--- src/hdl/tccs_pkg.sv ---
package tccs_pkg;

    // Default screen geometry
    localparam int DEF_COLUMNS = 80;
    localparam int DEF_ROWS    = 25;

    // Fixed field widths
    localparam int CHAR_W  = 8;
    localparam int RROW_W  = 5;
    localparam int RCOL_W  = 7;
    localparam int CELL_W  = 16;
    localparam int ATTR_W  = 8;
    localparam int TAB_W   = 4;
    localparam int CFG_W   = 8;

    // Register reset values
    localparam logic [ATTR_W-1:0] ATTR_RST = 8'd7;
    localparam logic [TAB_W-1:0]  TAB_RST  = 4'd4;

    // Control characters
    localparam logic [CHAR_W-1:0] CH_TAB     = 8'd9;
    localparam logic [CHAR_W-1:0] CH_NEWLINE = 8'd10;
    localparam logic [CHAR_W-1:0] CH_RETURN  = 8'd13;

    // Operation codes
    localparam logic OP_WRITE = 1'b0;
    localparam logic OP_READ  = 1'b1;

    // Configuration register indexes
    typedef enum logic {
        CFG_ATTR = 1'b0,
        CFG_TAB  = 1'b1
    } t_cfg_idx;

    // Controller to datapath commands
    typedef struct packed {
        logic latch_in;   // capture input transaction
        logic clr_step;   // reset clearing pass: zero one cell
        logic scroll;     // advance ring top, row to last
        logic row_step;   // blank one cell of the bottom row
        logic wr_ctrl;    // apply newline / return / tab
        logic wrap;       // column to zero, next row
        logic store;      // write character cell, advance column
        logic rd;         // issue cell read
        logic out_load;   // load result register
    } t_cmd;

    // Datapath to controller status
    typedef struct packed {
        logic clr_last;
        logic row_last;
        logic is_read;
        logic row_full;
        logic is_ctrl;
        logic col_full;
        logic out_free;
    } t_stat;

endpackage

--- src/hdl/tccs_ctrl.sv ---
module tccs_ctrl (
    input  logic           i_clk,
    input  logic           i_rst_n,
    input  logic           i_in_valid,
    output logic           o_in_ready,
    input  tccs_pkg::t_stat i_stat,
    output tccs_pkg::t_cmd  o_cmd
);
    import tccs_pkg::*;

    typedef enum logic [4:0] {
        S_CLEAR = 5'b00001,
        S_IDLE  = 5'b00010,
        S_EXEC  = 5'b00100,
        S_SWEEP = 5'b01000,
        S_DONE  = 5'b10000
    } t_state;

    t_state r_state, n_state;
    t_cmd   cmd;
    logic   in_ready;

    // Next state and command decode
    always_comb begin
        n_state  = r_state;
        cmd      = '0;
        in_ready = 1'b0;
        case (r_state)
            S_CLEAR: begin
                cmd.clr_step = 1'b1;
                if (i_stat.clr_last) begin
                    n_state = S_IDLE;
                end
            end
            S_IDLE: begin
                in_ready = 1'b1;
                if (i_in_valid) begin
                    cmd.latch_in = 1'b1;
                    n_state      = S_EXEC;
                end
            end
            S_EXEC: begin
                if (i_stat.is_read) begin
                    cmd.rd  = 1'b1;
                    n_state = S_DONE;
                end else if (i_stat.row_full) begin
                    cmd.scroll = 1'b1;
                    n_state    = S_SWEEP;
                end else if (i_stat.is_ctrl) begin
                    cmd.wr_ctrl = 1'b1;
                    n_state     = S_DONE;
                end else if (i_stat.col_full) begin
                    cmd.wrap = 1'b1;
                end else begin
                    cmd.store = 1'b1;
                    n_state   = S_DONE;
                end
            end
            S_SWEEP: begin
                cmd.row_step = 1'b1;
                if (i_stat.row_last) begin
                    n_state = S_EXEC;
                end
            end
            S_DONE: begin
                if (i_stat.out_free) begin
                    cmd.out_load = 1'b1;
                    in_ready     = 1'b1;
                    if (i_in_valid) begin
                        cmd.latch_in = 1'b1;
                        n_state      = S_EXEC;
                    end else begin
                        n_state = S_IDLE;
                    end
                end
            end
            default: begin
                n_state = S_IDLE;
            end
        endcase
    end

    always_ff @(posedge i_clk) begin
        if (!i_rst_n) begin
            r_state <= S_CLEAR;
        end else begin
            r_state <= n_state;
        end
    end

    assign o_cmd      = cmd;
    assign o_in_ready = in_ready;

endmodule

--- config.mk ---
export PLATFORM = sky130hd
export DESIGN_NAME = tccs_ctrl
export DESIGN_NICKNAME = d
export VERILOG_FILES = /design/src/hdl/tccs_pkg.sv /design/src/hdl/tccs_ctrl.sv
export SDC_FILE = /design/constraint.sdc
export NUM_CORES = 1
export LEC_CHECK = 0
export ABC_AREA = 0
export BUFFER_PORTS_ARGS = -buffer_cell sky130_fd_sc_hd__buf_2
export CORE_AREA = 4 4 41 43
export DETAILED_ROUTE_END_ITERATION = 7
export DIE_AREA = 0 0 45 47
export REMOVE_ABC_BUFFERS = 1
export SLEW_MARGIN = 20
export SYNTH_ARGS = -nofsm -noshare
export SYNTH_HDL_FRONTEND = slang
export SYNTH_SLANG_ARGS = --single-unit
--- constraint.sdc ---
create_clock -name i_clk -period 2.22 [get_ports i_clk]
set_clock_uncertainty 0.15 [all_clocks]
set_input_delay 0.444 -clock i_clk [delete_from_list [all_inputs] [get_ports i_clk]]
set_output_delay 0.444 -clock i_clk [all_outputs]
set_load 0.01 [all_outputs]
## After elaboration in Yosys (flattened, before gate mapping)

Index checks and enable logic that the tools add are counted.
W data, S select, Z words.

| word-level totals | value |
|---|---|
| register bits | 5 |
| bits of input ports | 10 |
| output and inout bits | 10 |
| word-level logic and storage cells | 41 |

| cells by class | value |
|---|---|
| eq/ne operators | 10 |
| mux-type cells | 29 |
| reduce and logical (&&, ||, !) cells | 1 |

Operator list:

| operator | count |
|---|---|
| $mux W5 | 8 |
| $pmux W5 S5 | 1 |
| $mux W1 | 13 |
| $mux W3 | 3 |
| $ne A2 B2 Y1 const B | 4 |
| $eq A5 B1 Y1 const B | 1 |
| $eq A5 B2 Y1 const B | 1 |
| $eq A5 B3 Y1 const B | 1 |
| $eq A5 B4 Y1 const B | 1 |
| $eq A5 B5 Y1 const B | 1 |
| $ne A5 B5 Y1 const B | 1 |
| $reduce_and A5 Y1 | 1 |
| $mux W4 | 1 |
| $pmux W1 S2 | 2 |
| $mux W2 | 1 |

## Depth between registers and ports, before layout

Gate-level depths: netlist (run 1).

| depth | value |
|---|---|
| word-level depth | 5 |
| depth in mapped cells | 5 |
| depth with buffers taken out | 4 |

## Worst setup path before layout (run 1)

Ideal clock, no wire load.

| timing path | value |
|---|---|
| kind | reg2out |
| start point | reg r_state[0] |
| end point | out o_cmd[2] (netlist name) |
| arrival time | 1322 ps |
| data required time | 1626 ps |
| setup slack | 304 ps |
| cell stages (with the launch flop) | 5 |
| path buffers | 0 |
| cell sequence | dfxtp_1 nor2_1 nand3_1 or3_1 nor3_1 |

RTL lines:

| item | line | RTL |
|---|---|---|
| start: declaration | tccs_ctrl.sv:19 | `t_state r_state, n_state;` |
| start signal: assignment | tccs_ctrl.sv:87 | `r_state <= n_state;` |
| end: declaration | tccs_ctrl.sv:7 | `output tccs_pkg::t_cmd o_cmd` |

==> qor.csv, run 1 <==
metric;value;unit
initial core utilization;0.338;
worst slack, placed;0.265;ns
Syn Inst Count;61;
Seq pwr share;0.371;
Mapped Area;440;µm²
vias per std cell;5.22;
Post-CTS Setup Inserts;0;
status;finished, final reports clean;
TritonCTS buffer count;3;
final hold vios;0;
Psw;82.4;µW
Critical Path Source Type;flip-flop;
Cell Pwr Density;462;nW/µm²
FP Rows;13;
Reg with most FFs;r_state;
drt first pass iters;4;
post-route ant nets;0;
Avg Inst Size Synth;7.22;µm²
Distinct cells, synth;29;
Yosys Warn Count;0;
number of global-route vias before repair;523;
largest net degree at the start of global routing;12;
final worst-path cycle share;0.940;
hold path start;i_rst_n;
# diodes;0;
Setup WS post-layout;0.133;ns
RD Place Congestion;0.745;
Setup crit start;r_state[4];
final setup violation count;0;
final wirelength;1200;µm
Die Y;47;µm
combinational power share;0.239;
fillers;149;
Die Area;2120;µm²
fraction of layout instances using a drive strength above 1;0.447;
CP Class;flip-flop to primary output;
Syn-to-layout area delta;37.5;%
Reg clk slew, reported paths;0.04;ns
CTS H-tree depth;1;
Synth area leaders;dfxtp_1 (23%), nor2_1 (10%), nor3b_1 (6.8%);
Peak VDD IR;0.000285;V
final core utilization;0.465;
Clk Latency, worst-skew pair;0.25;ns
PortBufs;19;
crit path time final;2.09;ns
Largest regs;r_state x5;
core area;1300;µm²
dpl hpwl;923;µm
Overflow after GRT;0;
num ports;20;
Switching Share;0.294;
post-synthesis sequential area ratio;0.227;
first-pass GRT wire length;2050;µm
CP Data Arrival Time;1.49;ns
fin. max-slew vios;0;
max FFs per register;5;
number of DRC markers in iteration 0;4;
Slew HR;0.740;
Hold Crit Class;primary input to flip-flop;
LEAKAGE;0.299;nW
Critical R2R Launch;r_state[4];
TritonCTS clock tree;yes;
post-detailed-route DRC marker count;0;
Vias;522;
maximum clock path buffer count;2;
Critical Path RT;1.63;ns
post-layout net count;96;
commonest non-fill, non-tap cells in the layout;buf_2 (19), nor2_1 (10), inv_1 (6);
non-filler cells, final;100;
GRT Util Overall;0.137;
Post-CTS Resized;0;
cell taking the most area after synthesis;dfxtp_1;
worst slew pin tran;0.386;ns
antenna violations before repair;0;
critical path endpoint category;primary output;
cts hold-fix bufs;0;
fmax;0.479;GHz
Clock Sink Count;5;
DIE WIDTH;45;µm
share of power burned in the clock network;0.390;
Seq cells post-synth;5;
area share of the largest cell type after synthesis;0.227;
Int Pwr;198;µW
dpl cells;96;
most common cell after layout, fill and taps aside;buf_2;
MaxCap Viol Count;0;
Root Driver;clkbuf_4;
worst-path maximum fanout;11;
wire per inst;12.0;µm
[Yosys cell counts, drive strengths merged]
| cell type | n |
|---|---|
| a2111oi | 1 |
| a21o | 1 |
| a21oi | 3 |
| a31o | 1 |
| and2 | 1 |
| and2b | 2 |
| and3 | 2 |
| and3b | 1 |
| buf | 3 |
| dfxtp | 5 |
| inv | 6 |
| nand3 | 3 |
| nor2 | 12 |
| nor3 | 3 |
| nor3b | 4 |
| nor4 | 2 |
| nor4b | 1 |
| o2111ai | 1 |
| o21a | 1 |
| o21ai | 2 |
| o22a | 1 |
| o311a | 1 |
| o31ai | 1 |
| or2b | 1 |
| or3 | 2 |
[power groups by stage]
stage                     Clock (mW)  Combinational (mW)  Sequential [mW]
after global routing           0.124              0.0755            0.105
after global placement             0              0.0651            0.104
after detailed placement           0              0.0658            0.104
final                          0.109              0.0668            0.104
after CTS                      0.112              0.0662            0.102
after floorplan                    0              0.0382            0.103
[final cells by class]
type	count	area, µm²	area share
inverter	6	22.5	0.0372
clock buffer	4	26.3	0.0434
tap	15	18.8	0.0310
timing repair buffer	23	125	0.207
sequential	5	104	0.171
multi-input combinational	47	309	0.510
[metal layers]
| layer | track usage | share of wire |
|---|---|---|
| met1 | 0.145 | 0.44 |
| met3 | 0.0230 | 0.059 |
| met2 | 0.232 | 0.46 |
| met5 | 0 | 0 |
| met4 | 0.123 | 0.039 |
[path summary, 6_finish.rpt]
kind                                   end  slack, ns  cells after the start
worst max-delay path              o_cmd[2]       0.13                      5
worst max register to register  r_state[1]       0.35                      4
worst min-delay path            r_state[3]       0.29                      2
worst min register to register  r_state[4]       0.48                      3
[cells by family after synthesis]
| logic type | Yosys count | synth area share |
|---|---|---|
| AO/OA/AOI/OAI | 13 | 0.224 |
| buffers and inverters | 9 | 0.105 |
| AND/OR/NAND/NOR | 34 | 0.443 |
| flip-flops | 5 | 0.227 |
[stage by stage]
step / cell area [µm²] / total power, mW / setup TNS [ns] / hold slack [ns]
after floorplan: 417 / 0.141 / 0 / 0.412
after global placement: 561 / 0.169 / 0 / 0.528
after detailed placement: 561 / 0.170 / 0 / 0.535
after CTS: 587 / 0.280 / 0 / 0.283
after global routing: 606 / 0.304 / -0.000565 / 0.301
final: 606 / 0.280 / 0 / 0.287
[worst max-delay path, cell delays in order, from the launching register on]
cell     delay [ns]
dfxtp_2        0.37
nor2_4         0.13
nand3_2        0.12
or3_1          0.34
nor3_1         0.12
buf_2          0.15
Note: power is estimated with default switching activity, not from simulation.
==> run 2: changes to the inputs <==
--- a/config.mk
+++ b/config.mk
@@ -6,12 +6,12 @@
 export NUM_CORES = 1
 export LEC_CHECK = 0
 export ABC_AREA = 0
-export BUFFER_PORTS_ARGS = -buffer_cell sky130_fd_sc_hd__buf_2
 export CORE_AREA = 4 4 41 43
 export DETAILED_ROUTE_END_ITERATION = 7
 export DIE_AREA = 0 0 45 47
+export DONT_BUFFER_PORTS = 1
 export REMOVE_ABC_BUFFERS = 1
-export SLEW_MARGIN = 20
+export SLEW_MARGIN = 10
 export SYNTH_ARGS = -nofsm -noshare
 export SYNTH_HDL_FRONTEND = slang
 export SYNTH_SLANG_ARGS = --single-unit
==> constraint.sdc (replaced) <==
create_clock -name i_clk -period 2.22 [get_ports i_clk]
set_clock_uncertainty 0.15 [all_clocks]
set_input_delay 0.111 -clock i_clk [delete_from_list [all_inputs] [get_ports i_clk]]
set_output_delay 0.111 -clock i_clk [all_outputs]
set_load 0.01 [all_outputs]
==> run 2 against run 1 <==
Critical path depth shrank 1. Core utilization fell by 3.9 points. Clock-buffer cell count unchanged.
==> qor.csv, run 2 (synthesis results as in run 1) <==
metric;value;unit;change
DIE WIDTH;45;µm;unchanged
crit path time final;1.95;ns;was 2.09 ns
LEAKAGE;0.225;nW;was 0.299 nW
Reg with most FFs;r_state;;unchanged
antenna violations before repair;0;;unchanged
Peak VDD IR;0.000311;V;was 0.000285 V
CP bufs+invs;0;;was 1
core area;1300;µm²;unchanged
critical path, cell by cell;nor2_1, nand3_1, or3_1, nor3_1;;was nor2_4, nand3_2, or3_1, nor3_1, buf_2
worst slew pin tran;0.519;ns;was 0.386 ns
TritonCTS clock tree;yes;;unchanged
most common cell after layout, fill and taps aside;nor2_1;;was buf_2
family with the most delay on the worst path;simple AND/OR/NAND/NOR gates;;unchanged
Post-CTS Setup Inserts;0;;unchanged
CP Data Arrival Time;1.69;ns;was 1.49 ns
Slew HR;0.652;;was 0.740
Die Area;2120;µm²;unchanged
largest net degree at the start of global routing;13;;was 12
number of DRC markers in iteration 0;7;;was 4
final wirelength;1110;µm;was 1200 µm
status;finished, final reports clean;;unchanged
fin. max-slew vios;0;;unchanged
Finished Cell Area;554;µm²;was 606 µm²
drt first pass iters;4;;unchanged
GRT Util Overall;0.130;;was 0.137
Post-CTS Resized;0;;unchanged
Cell Pwr Density;479;nW/µm²;was 462 nW/µm²
PortBufs;0;;was 19
max FFs per register;5;;unchanged
placed standard-cell area;458;µm²;was 561 µm²
vias per std cell;5.40;;was 5.22
FF/Latch Area;100;µm²;was 104 µm²
final worst-path cycle share;0.878;;was 0.940
fillers;147;;was 149
dpl cells;76;;was 96
FP Rows;13;;unchanged
Clk Latency, worst-skew pair;0.24;ns;was 0.25 ns
post-detailed-route DRC marker count;0;;unchanged
crit-path max cell delay;0.40;ns;was 0.37 ns
hold slack;0.00887;ns;was 0.287 ns
num ports;20;;unchanged
number of global-route vias before repair;439;;was 523
post-route ant nets;0;;unchanged
RD Place Congestion;0.765;;was 0.745
Root Driver;clkbuf_4;;unchanged
MaxCap Viol Count;0;;unchanged
Vias;470;;was 522
area of the multi-input gates;294;µm²;was 309 µm²
fmax;0.513;GHz;was 0.479 GHz
RSZ-0062 raised after global routing;false;;
Critical Path RT;1.96;ns;was 1.63 ns
cts hold-fix bufs;7;;was 0
wire per inst;12.7;µm;was 12.0 µm
final setup violation count;0;;unchanged
dpl hpwl;840;µm;was 923 µm
critical path endpoint category;primary output;;unchanged
fraction of layout instances using a drive strength above 1;0.167;;was 0.447
non-filler cells, final;87;;was 100
Setup TNS Final;0;ns;unchanged
initial core utilization;0.338;;unchanged
worst-path maximum fanout;12;;was 11
Worst path slowest cell;dfxtp_1;;was dfxtp_2
Syn-to-layout area delta;25.9;%;was 37.5%
final hold vios;0;;unchanged
first-pass GRT wire length;1950;µm;was 2050 µm
TritonCTS buffer count;3;;unchanged
maximum clock path buffer count;2;;unchanged
Hold Crit Class;primary input to flip-flop;;unchanged
CTS H-tree depth;1;;unchanged
Reg clk slew, reported paths;0.04;ns;about the same
Die Y;47;µm;unchanged
Clock Sink Count;5;;unchanged
post-layout net count;83;;was 96
Critical Path Source Type;flip-flop;;unchanged
# diodes;0;;unchanged
Overflow after GRT;0;;unchanged
CP Class;flip-flop to primary output;;unchanged
Largest regs;r_state x5;;unchanged
commonest non-fill, non-tap cells in the layout;nor2_1 (12), dlygate4sd3_1 (7), inv_1 (6);;was buf_2 (19), nor2_1 (10), inv_1 (6)
## run 2: cell types whose count changed in the layout (fill, tap and decap cells not counted), sizes merged
cell         before  now
buf              23    3
dlygate4sd3       0    7
## run 2: power by group
group	total [mW]	internal (mW)	switching (mW)	leakage (nW)
combinational	0.0574	0.0319	0.0255	0.169
clock	0.105	0.0679	0.0370	0.0150
sequential	0.103	0.0950	0.00839	0.0411
## run 2: metrics by stage
step / power [mW] / utilization / setup slack, ns
after floorplan: 0.141 / - / 0.450
after global placement: 0.153 / 0.352 / 0.395
after detailed placement: 0.154 / 0.352 / 0.346
after CTS: 0.270 / 0.426 / 0.259
after global routing: 0.288 / 0.426 / 0.0816
final: 0.266 / 0.426 / 0.271
## run 2: final timing paths
check,from,to,slack [ns],depth (start not counted)
worst max-delay path,r_state[3],o_cmd[2],0.27,4
worst max register to register,r_state[4],r_state[1],0.35,4
worst min register to register,r_state[4],r_state[4],0.59,3
worst min-delay path,i_stat[4],r_state[4],0.009,3
## run 2: per-layer routing
metal	up-vias	global-route usage	part of all wire
met5	-	0	0
li1	246	-	-
met2	19	0.186	0.47
met3	2	0.0383	0.073
met4	0	0.123	0.021
met1	203	0.154	0.43
## run 2: layout make-up
class                   instances  area share
multi-input cells              47       0.530
flip-flops and latches          5       0.181
repair buffers                 10       0.167
clock buffers                   4      0.0474
inverters                       6      0.0406
well taps                      15      0.0339
## run 2: worst register-to-register path, delay by kind of cell, from the launching register on
kind            cells  cell delay (ns)
flops               1             0.48
compound gates      3             0.88
simple gates        1             0.27
